## config.mk

```make
export PLATFORM = sky130hd
export DESIGN_NAME = text_escape_encoder_flat
export DESIGN_NICKNAME = d
export VERILOG_FILES = /design/src/rtl/tee_pkg.sv /design/src/rtl/tee_req_if.sv /design/src/rtl/tee_rsp_if.sv /design/src/rtl/tee_lookup.sv /design/src/rtl/text_escape_encoder.sv /design/src/flat_wrapper.sv
export SDC_FILE = /design/constraint.sdc
export NUM_CORES = 1
export LEC_CHECK = 0
export CORE_ASPECT_RATIO = 0.9
export CORE_MARGIN = 2
export CORE_UTILIZATION = 45
export DETAILED_ROUTE_END_ITERATION = 8
export DONT_BUFFER_PORTS = 1
export GPL_ROUTABILITY_DRIVEN = 0
export PLACE_DENSITY = 0.72
export REMOVE_ABC_BUFFERS = 1
export SLEW_MARGIN = 20
export SYNTH_ARGS = -nofsm -noshare
export SYNTH_HDL_FRONTEND = slang
export SYNTH_SLANG_ARGS = --single-unit
```

## constraint.sdc

```tcl
create_clock -name clock -period 3.7 [get_ports clock]
set_input_delay 0.74 -clock clock [delete_from_list [all_inputs] [get_ports clock]]
set_output_delay 0.74 -clock clock [all_outputs]
set_load 0.03 [all_outputs]
```

## src/rtl/tee_pkg.sv

```systemverilog
// Shared types and constants for the text escape encoder.
package tee_pkg;

   // Escaping scheme selected by the mode register
   typedef enum logic [1:0] {
      MODE_NTRIPLES = 2'd0,
      MODE_JSON     = 2'd1,
      MODE_XML      = 2'd2,
      MODE_COPY     = 2'd3
   } escape_mode_type;

   // Longest escape sequence (JSON \u00XX) and the index width that covers it
   localparam int MAX_SEQ = 6;
   localparam int IDX_W   = $clog2(MAX_SEQ);

   // One output symbol from the lookup to the result register
   typedef struct packed {
      logic [7:0] out_byte;
      logic       last;
   } sym_type;

endpackage

```

## src/rtl/tee_req_if.sv

```systemverilog
// Request channel: one raw text byte per transfer.
interface tee_req_if;
   logic       valid;
   logic       ready;
   logic [7:0] in_byte;

   modport source (output valid, output in_byte, input ready);
   modport sink   (input valid, input in_byte, output ready);
endinterface

```

## src/rtl/tee_rsp_if.sv

```systemverilog
// Response channel: one escaped byte per transfer, last flags end of sequence.
interface tee_rsp_if;
   logic       valid;
   logic       ready;
   logic [7:0] out_byte;
   logic       last;

   modport source (output valid, output out_byte, output last, input ready);
   modport sink   (input valid, input out_byte, input last, output ready);
endinterface

```

## src/rtl/tee_lookup.sv

```systemverilog
// Escape table lookup: picks one byte of the escape sequence for a held byte.
module tee_lookup (
   input  tee_pkg::escape_mode_type   mode,
   input  logic [7:0]                 raw_byte,
   input  logic [tee_pkg::IDX_W-1:0]  idx,
   output tee_pkg::sym_type           sym
);

   localparam logic [7:0] CH_BSL  = 8'h5C;
   localparam logic [7:0] CH_QUOT = 8'h22;
   localparam logic [7:0] CH_APOS = 8'h27;
   localparam logic [7:0] CH_AMP  = 8'h26;
   localparam logic [7:0] CH_LT   = 8'h3C;
   localparam logic [7:0] CH_GT   = 8'h3E;
   localparam logic [7:0] CH_NL   = 8'h0A;
   localparam logic [7:0] CH_CR   = 8'h0D;
   localparam logic [7:0] CH_TAB  = 8'h09;
   localparam logic [7:0] CH_BS   = 8'h08;
   localparam logic [7:0] CH_FF   = 8'h0C;
   localparam logic [7:0] CH_SEMI = 8'h3B;

   // lowercase hex digit for one nibble
   function automatic logic [7:0] hex_digit(input logic [3:0] nib);
      if (nib < 4'd10) begin
         return {4'h3, nib};
      end
      return 8'h57 + {4'h0, nib};
   endfunction

   logic [7:0]               seq [tee_pkg::MAX_SEQ];
   logic [tee_pkg::IDX_W-1:0] seq_len;

   // backslash pair helper
   function automatic logic [7:0] pair_char(input logic [7:0] b);
      case (b)
         CH_NL:   return 8'h6E;  // n
         CH_CR:   return 8'h72;  // r
         CH_TAB:  return 8'h74;  // t
         CH_BS:   return 8'h62;  // b
         CH_FF:   return 8'h66;  // f
         default: return b;      // quote and backslash stand as themselves
      endcase
   endfunction

   // build the full sequence for the held byte
   always_comb begin
      for (int k = 0; k < tee_pkg::MAX_SEQ; k++) begin
         seq[k] = raw_byte;
      end
      seq_len = tee_pkg::IDX_W'(1);
      unique case (mode)
         tee_pkg::MODE_NTRIPLES: begin
            case (raw_byte)
               CH_NL, CH_CR, CH_TAB, CH_QUOT, CH_BSL: begin
                  seq[0]  = CH_BSL;
                  seq[1]  = pair_char(raw_byte);
                  seq_len = tee_pkg::IDX_W'(2);
               end
               default: ;
            endcase
         end
         tee_pkg::MODE_JSON: begin
            case (raw_byte)
               CH_NL, CH_CR, CH_TAB, CH_BS, CH_FF, CH_QUOT, CH_BSL: begin
                  seq[0]  = CH_BSL;
                  seq[1]  = pair_char(raw_byte);
                  seq_len = tee_pkg::IDX_W'(2);
               end
               default: begin
                  // other control bytes: \u00 and two hex digits
                  if (raw_byte < 8'h20) begin
                     seq[0]  = CH_BSL;
                     seq[1]  = 8'h75;  // u
                     seq[2]  = 8'h30;
                     seq[3]  = 8'h30;
                     seq[4]  = hex_digit(raw_byte[7:4]);
                     seq[5]  = hex_digit(raw_byte[3:0]);
                     seq_len = tee_pkg::IDX_W'(6);
                  end
               end
            endcase
         end
         tee_pkg::MODE_XML: begin
            case (raw_byte)
               CH_LT: begin
                  seq[0] = CH_AMP; seq[1] = 8'h6C; seq[2] = 8'h74; seq[3] = CH_SEMI;
                  seq_len = tee_pkg::IDX_W'(4);
               end
               CH_GT: begin
                  seq[0] = CH_AMP; seq[1] = 8'h67; seq[2] = 8'h74; seq[3] = CH_SEMI;
                  seq_len = tee_pkg::IDX_W'(4);
               end
               CH_AMP: begin
                  seq[0] = CH_AMP; seq[1] = 8'h61; seq[2] = 8'h6D; seq[3] = 8'h70;
                  seq[4] = CH_SEMI;
                  seq_len = tee_pkg::IDX_W'(5);
               end
               CH_QUOT: begin
                  seq[0] = CH_AMP; seq[1] = 8'h71; seq[2] = 8'h75; seq[3] = 8'h6F;
                  seq[4] = 8'h74;  seq[5] = CH_SEMI;
                  seq_len = tee_pkg::IDX_W'(6);
               end
               CH_APOS: begin
                  seq[0] = CH_AMP; seq[1] = 8'h61; seq[2] = 8'h70; seq[3] = 8'h6F;
                  seq[4] = 8'h73;  seq[5] = CH_SEMI;
                  seq_len = tee_pkg::IDX_W'(6);
               end
               default: ;
            endcase
         end
         tee_pkg::MODE_COPY: ;
      endcase
   end

   // select the symbol at the current position
   assign sym.out_byte = seq[idx];
   assign sym.last     = (idx == seq_len - tee_pkg::IDX_W'(1));

endmodule

```

## src/rtl/text_escape_encoder.sv

```systemverilog
// Top level of the text escape encoder: holding register, lookup, result register.
//
// Usage:
//   req_ch carries one raw text byte per request; rsp_ch returns the escaped
//   sequence one byte per transfer, with last high on its final byte.
//   csr_wr_en/csr_wr_data write the 2-bit escape mode (N-Triples, JSON, XML,
//   copy); write it only while no request is in flight.
// A taken byte is held first; its escaped bytes then reach the result register.
// Throughput: one output byte per cycle while rsp_ch.ready is high. A byte that
//   escapes to N bytes occupies the holding register until all N have moved
//   out, so an unescaped stream runs at one request per cycle and expanded
//   bytes stall req_ch while the extra bytes drain. The next request is taken
//   in the cycle its predecessor's final byte moves into the result register.
// Reset: synchronous, clears the mode to N-Triples and empties both registers.
// Stall: while rsp_ch.ready is low the result register holds its byte, the
//   holding register stops advancing and req_ch.ready drops once it is full.
module text_escape_encoder (
   input  logic          clock,
   input  logic          reset,
   tee_req_if.sink       req_ch,
   tee_rsp_if.source     rsp_ch,
   input  logic          csr_wr_en,
   input  logic [1:0]    csr_wr_data
);

   tee_pkg::escape_mode_type  mode_ff;
   logic [7:0]                byte_ff;
   logic [tee_pkg::IDX_W-1:0] idx_ff, idx_in;
   logic                      hold_valid_ff, hold_valid_in;
   logic [7:0]                out_byte_ff;
   logic                      out_last_ff;
   logic                      rsp_valid_ff, rsp_valid_in;
   tee_pkg::sym_type          sym;
   logic                      out_free, advance, take;

   // mode register
   always_ff @(posedge clock) begin
      if (reset) begin
         mode_ff <= tee_pkg::MODE_NTRIPLES;
      end else if (csr_wr_en) begin
         mode_ff <= tee_pkg::escape_mode_type'(csr_wr_data);
      end
   end

   tee_lookup u_lookup (
      .mode     (mode_ff),
      .raw_byte (byte_ff),
      .idx      (idx_ff),
      .sym      (sym)
   );

   // handshake control
   assign out_free     = !rsp_valid_ff || rsp_ch.ready;
   assign advance      = hold_valid_ff && out_free;
   assign req_ch.ready = !hold_valid_ff || (advance && sym.last);
   assign take         = req_ch.valid && req_ch.ready;

   always_comb begin
      hold_valid_in = hold_valid_ff;
      idx_in        = idx_ff;
      if (take) begin
         hold_valid_in = 1'b1;
         idx_in        = '0;
      end else if (advance) begin
         if (sym.last) begin
            hold_valid_in = 1'b0;
         end
         idx_in = idx_ff + tee_pkg::IDX_W'(1);
      end
      rsp_valid_in = advance ? 1'b1 : (rsp_ch.ready ? 1'b0 : rsp_valid_ff);
   end

   // holding register and result register control
   always_ff @(posedge clock) begin
      if (reset) begin
         hold_valid_ff <= 1'b0;
         idx_ff        <= '0;
         rsp_valid_ff  <= 1'b0;
      end else begin
         hold_valid_ff <= hold_valid_in;
         idx_ff        <= idx_in;
         rsp_valid_ff  <= rsp_valid_in;
      end
   end

   // payload registers
   always_ff @(posedge clock) begin
      if (take) begin
         byte_ff <= req_ch.in_byte;
      end
      if (advance) begin
         out_byte_ff <= sym.out_byte;
         out_last_ff <= sym.last;
      end
   end

   assign rsp_ch.valid    = rsp_valid_ff;
   assign rsp_ch.out_byte = out_byte_ff;
   assign rsp_ch.last     = out_last_ff;

   // position never runs past the longest sequence
   a_idx_range: assert property (@(posedge clock) disable iff (reset)
      hold_valid_ff |-> (idx_ff < tee_pkg::IDX_W'(tee_pkg::MAX_SEQ)))
      else $error("escape index out of range");

   // a new request starts at the first position of its sequence
   a_take_starts: assert property (@(posedge clock) disable iff (reset)
      take |=> (hold_valid_ff && idx_ff == '0))
      else $error("request did not start at position zero");

   // a mid-sequence byte keeps the holding register busy
   a_mid_holds: assert property (@(posedge clock) disable iff (reset)
      (advance && !sym.last) |=> (hold_valid_ff && idx_ff != '0))
      else $error("holding register released before sequence end");

   // every byte moved out reaches the response register
   a_adv_valid: assert property (@(posedge clock) disable iff (reset)
      advance |=> (rsp_ch.valid && rsp_ch.last == $past(sym.last)))
      else $error("response register not loaded");

endmodule
```

## src/flat_wrapper.sv

```systemverilog
// flat-port wrapper written by rule: the top's interface ports become plain ports
module text_escape_encoder_flat 
  (clock, reset, csr_wr_en, csr_wr_data, req_ch_valid, req_ch_in_byte, req_ch_ready, rsp_ch_valid, rsp_ch_out_byte, rsp_ch_last, rsp_ch_ready);
  tee_req_if req_ch_i ();
  tee_rsp_if rsp_ch_i ();
  input  logic clock;
  input  logic reset;
  input  logic csr_wr_en;
  input  logic [1:0] csr_wr_data;
  input wire logic [$bits(req_ch_i.valid)-1:0] req_ch_valid;
  input wire logic [$bits(req_ch_i.in_byte)-1:0] req_ch_in_byte;
  output wire logic [$bits(req_ch_i.ready)-1:0] req_ch_ready;
  output wire logic [$bits(rsp_ch_i.valid)-1:0] rsp_ch_valid;
  output wire logic [$bits(rsp_ch_i.out_byte)-1:0] rsp_ch_out_byte;
  output wire logic [$bits(rsp_ch_i.last)-1:0] rsp_ch_last;
  input wire logic [$bits(rsp_ch_i.ready)-1:0] rsp_ch_ready;
  assign req_ch_i.valid = req_ch_valid;
  assign req_ch_i.in_byte = req_ch_in_byte;
  assign req_ch_ready = req_ch_i.ready;
  assign rsp_ch_valid = rsp_ch_i.valid;
  assign rsp_ch_out_byte = rsp_ch_i.out_byte;
  assign rsp_ch_last = rsp_ch_i.last;
  assign rsp_ch_i.ready = rsp_ch_ready;
  text_escape_encoder u_core (.clock(clock), .reset(reset), .req_ch(req_ch_i), .rsp_ch(rsp_ch_i), .csr_wr_en(csr_wr_en), .csr_wr_data(csr_wr_data));
endmodule
```

==> results.txt, run 1 <==
For the number of inserted diodes, the log shows 0. Worst hold path class: input port to flop. The via count of the routed design was 3,011; the number of nets in the finished design was 380. The highest attainable clock frequency was 268 MHz. The start point of the worst min-delay path was reset. The worst stage delay on the critical path is 0.46 ns. The mean area per synthesized cell was 7.89 um2; the number of DRC violations after detailed-routing iteration 0 was 767. The capture endpoint of the worst hold path is u_core.hold_valid_ff. After the flow finishes, the layout carries non-filler instances totaling 419.

Counting flops with an async set or reset pin after synthesis yields a share of 0%. Once the floorplan was initialized, standard cells occupied 46.0% of the core. The run gives 1 as the final-report setup violation count. The total design power is 0.000941 W. The critical path is of the flop to output pin type.

The count of buffers added on input and output ports is 0. The number of global-route vias before repair is 2,602, and the transition at the pin with the smallest max-transition slack is 0.803 ns. Tracing the worst setup path back leads to its startpoint at u_core.byte_ff[4]. For the leakage power summed over all cells, the log shows 1.11 nW.

Prevailing post-synth register cell: edfxtp_1. The tools report the clock insertion delay at the later pin of the skew report as 0.27 ns. In this run the remaining antenna-violating nets after routing total 0. The run gives 0 as the total number of yosys warnings.

For this run, design rule violations remaining after detail routing come to 0. 26 I/O pins were placed. The tools report the end of the worst register-to-register path as u_core.byte_ff[0].

The tools report the number of max-slew violations in the final report as 0. The floorplan die width came out at 83.7 um. TritonCTS built the clock tree. The number of buffers and inverters on the critical path was 2; the required time of the worst setup path was 2.96 ns. The worst hold path stage count came out at 1.

The clock-pin slew of the registers on the worst-case setup and hold paths is 0.09 ns, and the total of max-cap violations is 0. In this run the cell area of the synthesized design comes to 2570 um2. For this run, the share of the core covered by cells in the final layout is 53.7%. The area added between synthesis and finish was 16.7%. The reg2reg setup slack came out at 0.03 ns.

The cell depth of the worst flop-to-flop path came out at 16. The largest individual stage delay along the critical path comes from the cell or4b_4. The number of synthesized register bits was 24. The checks that failed: negative setup slack. Entering global routing, the biggest net connects 32 pins. In the finished design, the share of the clock period the worst path needs comes to 101%. The worst setup path is captured at an output pin.

The run gives 0 as the count of endpoints failing hold in the final timing report. Number of enable-type register cells in the synthesized netlist: 17. The shortest period the worst path allows is 3.73 ns.

After synthesis, the netlist uses 72 different library cells. Counting tap cells, the placed design contains a total of 404 instances. The critical path goes through inv_2 -> ha_4 -> or4b_4 -> buf_4 -> a21oi_4 -> nand2_1 -> a31o_2 -> ha_2 -> xor2_1 -> xnor2_1 -> and3_4 -> a21o_4.

The number of buffers inserted by hold repair at cts was 0. The run finished, with violations left. For the global-route usage over all layers, the log shows 25.7%.

For the final global-route overflow total, the log shows 0. Detailed placement ended at an HPWL of 5.92 mm. Measured along the y axis, the die boundary spans 75.7 um. The setup slack after layout is -0.0344 ns.

Setup repair after global routing could not meet its margin everywhere. Across the VDD grid, the largest voltage drop is 0.000221 V. For the number of antenna violations at the first check in global routing, the log shows 0.

The sum of routed wire length over all layers is 8.52 mm. The run gives 1 as the depth of the CTS H-tree. The wire length per cell was 20.3 um. Counting along the longest clock path gives a buffer depth of 2. CTS placed an instance of clkbuf_8 at the clock tree root.

The startpoint of the worst register-to-register path is u_core.byte_ff[4]. The total clock buffers created by CTS came out at 3. Headroom to the max-slew limit came out at 45.7%. The area of the core was 5600 um2. CTS saw 24 sinks. Synthesis handed over a netlist of 326 instances.

The clock arrives with 0.00523 ns of skew. Power spread over the standard cell area amounts to 313 nW/um2. After detailed routing, the number of vias per cell comes to 7.19. The first global-routing pass estimated 13.1 mm of wire. The logs give 25.3% for the sequential area share after synthesis and 0.525 ns for the worst hold-check slack. After floorplanning, the core was divided into 26 placement rows. The critical path's top delay family is simple AND/OR/NAND/NOR gates. The maximum fanout count along the critical path is 10. Cells with a size suffix above 1 make up 20.9% of the layout. The logs give 2.99 ns for the arrival time of data at the critical path endpoint and 8 for the iteration count of the initial detailed-routing pass. Category of the worst setup path launch point: a flop. The run gives 6340 um2 as the area of the die.
[registers in the layout (all words and copies together), names as in the netlist]
| name | cells |
|---|---|
| u_core.hold_valid_ff | 1 |
| u_core.rsp_ch.last | 1 |
| u_core.rsp_ch.out_byte | 8 |
| u_core.mode_ff | 2 |
| u_core.byte_ff | 8 |
| u_core.rsp_ch.valid | 1 |
| u_core.idx_ff | 3 |
[power by group]
part / internal (W) / total [W] / switching (W) / leakage [nW]
Sequential: 0.000326 / 0.000371 / 0.0000448 / 0.221
Combinational: 0.000158 / 0.000392 / 0.000233 / 0.860
Clock: 0.0000950 / 0.000179 / 0.0000838 / 0.0288
[cell usage after synthesis, types with 4 or more instances]
master / count / area share, %
o21ai_0: 25 / 4.9
xnor2_1: 4 / 1.4
nand2b_1: 6 / 1.5
o22ai_1: 4 / 0.97
a31oi_1: 8 / 1.9
clkbuf_1: 20 / 2.9
o311ai_0: 4 / 1.4
dfxtp_1: 7 / 5.4
ha_1: 15 / 7.3
nand2_1: 27 / 3.9
a21oi_1: 32 / 6.2
o211ai_1: 10 / 2.9
nand3_1: 5 / 0.97
or3_1: 4 / 0.97
nor3_1: 13 / 2.5
nor2_1: 24 / 3.5
a21o_1: 5 / 1.5
inv_1: 15 / 2.2
o31ai_1: 5 / 1.5
edfxtp_1: 17 / 20
[cell usage in the layout, fill, tap and decap left out, types with 4 or more instances in the layout]
master / count
o311ai_0: 4
xnor2_1: 4
ha_1: 11
nand3_1: 5
nand2b_1: 6
dfxtp_1: 7
o21ai_0: 24
o31ai_1: 4
a31oi_1: 8
edfxtp_1: 17
a21oi_1: 30
o22ai_1: 4
o211ai_1: 10
a21o_1: 4
or3_1: 4
nand2_1: 27
nor3_1: 13
buf_4: 42
clkbuf_8: 4
nor2_1: 24
inv_1: 14
[per-layer routing]
metal	GRT usage, %	share of wire (%)	up-vias
met3	6.61	15	74
li1	-	-	1289
met5	0	0	-
met4	9.86	5.3	0
met1	34.4	38	1341
met2	40.6	41	307
[cells by family after synthesis]
group	count (synthesis)	synth area share (%)
AND/OR/NAND/NOR	107	22.0
flip-flops	24	25.3
buffers and inverters	41	6.42
AO/OA/AOI/OAI	129	35.5
XOR/XNOR	7	2.38
multiplexers	3	1.17
adder cells (fa/ha/maj)	15	7.29
[cell type report]
cell class / instances / area, um2
clock buffers: 4 / 55.1
fillers: 478 / 2590
inverters: 17 / 63.8
multi-input cells: 261 / 1820
flip-flops and latches: 24 / 651
well taps: 70 / 87.6
repair buffers: 43 / 327
[worst max-delay path by stage]
stage / end / slack [ns] / depth (start not counted)
2_1_floorplan: req_ch_ready / -0.08 / 12
3_3_place_gp: req_ch_ready / 0.16 / 12
3_5_place_dp: req_ch_ready / 0.02 / 12
4_1_cts: req_ch_ready / 0.004 / 12
5_1_grt: req_ch_ready / -0.16 / 12
6_report: req_ch_ready / -0.03 / 12
[metrics by stage]
stage | setup TNS, ns | area (um2) | setup slack (ns)
finish | -0.0344 | 3000 | -0.0344
global route | -1.11 | 3000 | -0.158
CTS | 0 | 2970 | 0.00382
detailed placement | 0 | 2800 | 0.0224
global placement | 0 | 2800 | 0.160
floorplan | -0.0796 | 2470 | -0.0796
[what timing repair did]
item	4_1_cts	5_1_grt
setup endpoints to repair	1	12
resized for setup	11	6
hold endpoints to repair	0	0
setup buffers	9	2
pin swaps	6	4
(Power assumes the default switching activity.)
==> inputs of run 2 (changes only) <==
--- a/config.mk
+++ b/config.mk
@@ -7,11 +7,11 @@
 export LEC_CHECK = 0
 export CORE_ASPECT_RATIO = 0.9
 export CORE_MARGIN = 2
-export CORE_UTILIZATION = 45
+export CORE_UTILIZATION = 58
 export DETAILED_ROUTE_END_ITERATION = 8
 export DONT_BUFFER_PORTS = 1
 export GPL_ROUTABILITY_DRIVEN = 0
-export PLACE_DENSITY = 0.72
+export PLACE_DENSITY = 0.86
 export REMOVE_ABC_BUFFERS = 1
 export SLEW_MARGIN = 20
 export SYNTH_ARGS = -nofsm -noshare
==> constraint.sdc (replaced) <==
create_clock -name clock -period 3.3 [get_ports clock]
set_input_delay 0.66 -clock clock [delete_from_list [all_inputs] [get_ports clock]]
set_output_delay 0.66 -clock clock [all_outputs]
set_load 0.03 [all_outputs]
==> run 2 against run 1 <==
Net effect: the run still ends with negative setup slack left; flip-flop and latch count is the same; utilization grew 23 points; global-route usage grew 14 points; worst hold slack lost 0.080 ns; combinational power grew 24%; sequential power grew 12%; clock-buffer cell count is the same; final area grew 5.6%; non-clock buffer count grew 18; wire length grew 13%; critical path type unchanged; critical endpoint unchanged.
==> results.txt, run 2 (same netlist as run 1, synthesis figures left out) <==
For this configuration, the core starts out at a cell density of 61.9%. Derived from the worst setup path, the maximum achievable clock frequency is 268 MHz. The logs give 0 for the total of max-cap violations and 18 for the pin count of the biggest net entering global routing.

The worst hold-check slack is 0.445 ns, and the I/O pin count is 26. The die covers 4990 um2. The sort of element at the end of the critical path is an output pin.

Timing analysis after detailed placement gives a worst setup slack of -0.330 ns. The clock-pin slew of the registers on the worst-case setup and hold paths is 0.08 ns. The final reports fail on negative setup slack. Number of max-slew violations in the final report: 0. The first global-routing pass estimated 14.7 mm of wire.

CTS saw 24 sinks. The region available for standard cell placement spans 4160 um2. Count of endpoints failing hold in the final timing report: 0. The most common cell after layout, fill and taps aside was buf_4. The iteration count of the initial detailed-routing pass is 8. In this run the tool buffered the top-level ports with 0 buffer cells.

The depth of the CTS H-tree is 1, and the via count of the routed design is 3,127. The final-layout setup total negative slack came out at -4.05 ns. The path class of the tightest hold or removal check is input port to flop. The number of fill cells is 272. Setup repair after global routing could not meet its margin everywhere. Wire length per cell: 22.6 um.

Detailed placement finished with a half-perimeter wire length of 6.42 mm. Summing internal, switching and leakage power gives 0.00108 W. The number of global-route vias before repair is 2,883. Walking the worst path, the cells encountered are inv_2 -> ha_4 -> or4b_4 -> o22a_4 -> nand2b_4 -> o211ai_4 -> a31o_2 -> ha_4 -> xor2_2 -> xnor2_2 -> and3_4 -> a21o_4.

The logs give 3 for the total clock buffers created by CTS and 0 for the remaining design rule violation count. The clock passes through at most 2 buffers. VDD sags by at most 0.000312 V. The flow ran to the end, but the final reports show violations.

For this run, the slowest stage of the critical path takes 0.47 ns. The number of nets with antenna violations after detailed routing came out at 0. Leakage power summed over all cells: 1.20 nW.

Measured along the y axis, the die boundary spans 67.2 um. Of the available clock period, the critical path in the final layout requires 113%. For this run, the post-layout net count is 398.

The storage element area is 651 um2. The final-report setup violation count came out at 12. Counting I/O delays and the setup requirement, the final critical path takes 3.73 ns.

Clock latency on the worst-skew pair, taken at its later pin, is 0.27 ns. Global routing used 39.5% of the available tracks. Critical setup path kind: flop to output pin.

The sum of routed wire length over all layers came out at 9.64 mm. STA puts the critical path data required time at 2.64 ns. STA classifies the critical path startpoint as a flop. Cells with a size suffix above 1 make up 25.9% of the layout.

The number of antenna diodes in the final layout is 0. In this run the power density over the cells is 341 nW/um2. The headroom to the max-slew limit was 49.5%. The area growth from synthesis to layout is 23.3%. At the pin with the least slew margin, the transition time is 0.757 ns. In the final layout, the multi-input gates occupy 1880 um2.

TritonCTS built the clock tree. For the final database, setup skew stands at 0.00529 ns. Number of DRC violations after detailed-routing iteration 0: 935. The most repeated library cell on the critical path is ha_4. For the number of placement rows, the log shows 22. The top cell types in the final layout, fill and taps aside, are buf_4, a21oi_1, nand2_1. The via count normalized by instance count is 7.32.

The logs give -0.429 ns for the setup slack after layout and 3.07 ns for the arrival time of data at the critical path endpoint. Measured along the x axis, the die boundary spans 74.2 um. The slowest library cell on the worst path was or4b_4. Along the worst path, the maximum fanout reaches 3. The cell sitting at the root of the clock tree is a clkbuf_8. Final global-route overflow total: 0. The number of antenna violations at the first check in global routing was 0; the reg2reg setup slack was -0.34 ns.
run 2: final timing paths:
check             depth (start not counted)                end         startpoint
hold / removal                            1   u_core.idx_ff[0]              reset
setup / recovery                         12       req_ch_ready  u_core.byte_ff[4]
setup reg to reg                         17  u_core.byte_ff[5]  u_core.byte_ff[4]
hold reg to reg                           2  u_core.mode_ff[1]  u_core.mode_ff[1]
run 2: cell type report:
cell class | count | area share (%)
Inverter | 17 | 2.01
Sequential cell | 24 | 20.5
Clock buffer | 4 | 1.42
Multi-Input combinational cell | 261 | 59.3
Tap cell | 60 | 2.37
Timing Repair Buffer | 61 | 14.4
run 2: where the power goes:
group / internal [W] / total (W) / switching (W) / leakage (nW)
combinational: 0.000201 / 0.000487 / 0.000286 / 0.960
clock: 0.0000864 / 0.000178 / 0.0000915 / 0.0228
sequential: 0.000365 / 0.000417 / 0.0000517 / 0.221
run 2: critical path: cells and delay by family, from the launching register on:
kind | cells | cell delay [ns]
AND/OR/NAND/NOR | 3 | 0.77
adder cells (fa/ha/maj) | 2 | 0.30
buffers and inverters | 1 | 0.10
flip-flops | 1 | 0.43
AO/OA/AOI/OAI | 4 | 0.85
XOR/XNOR | 2 | 0.34
run 2: metal layers:
layer	global-route usage [%]	wire length, um
met4	19.6	748
met3	7.91	1160
met5	0	0
met2	63.3	4220
met1	51.0	3510
run 2: metrics by stage:
step | cells | util [%] | area, um2
floorplan | 302 | - | 2470
global placement | 414 | 70.7 | 2940
detailed placement | 414 | 70.7 | 2940
CTS | 425 | 75.0 | 3120
global route | 427 | 76.3 | 3170
finish | 427 | 76.3 | 3170
run 2: timing repair:
action / CTS / global route
pin swaps: 5 / 1
hold buffers: 0 / 0
gates resized for setup: 16 / 7
setup buffers: 7 / 2
endpoints found under the setup margin: 9 / 13
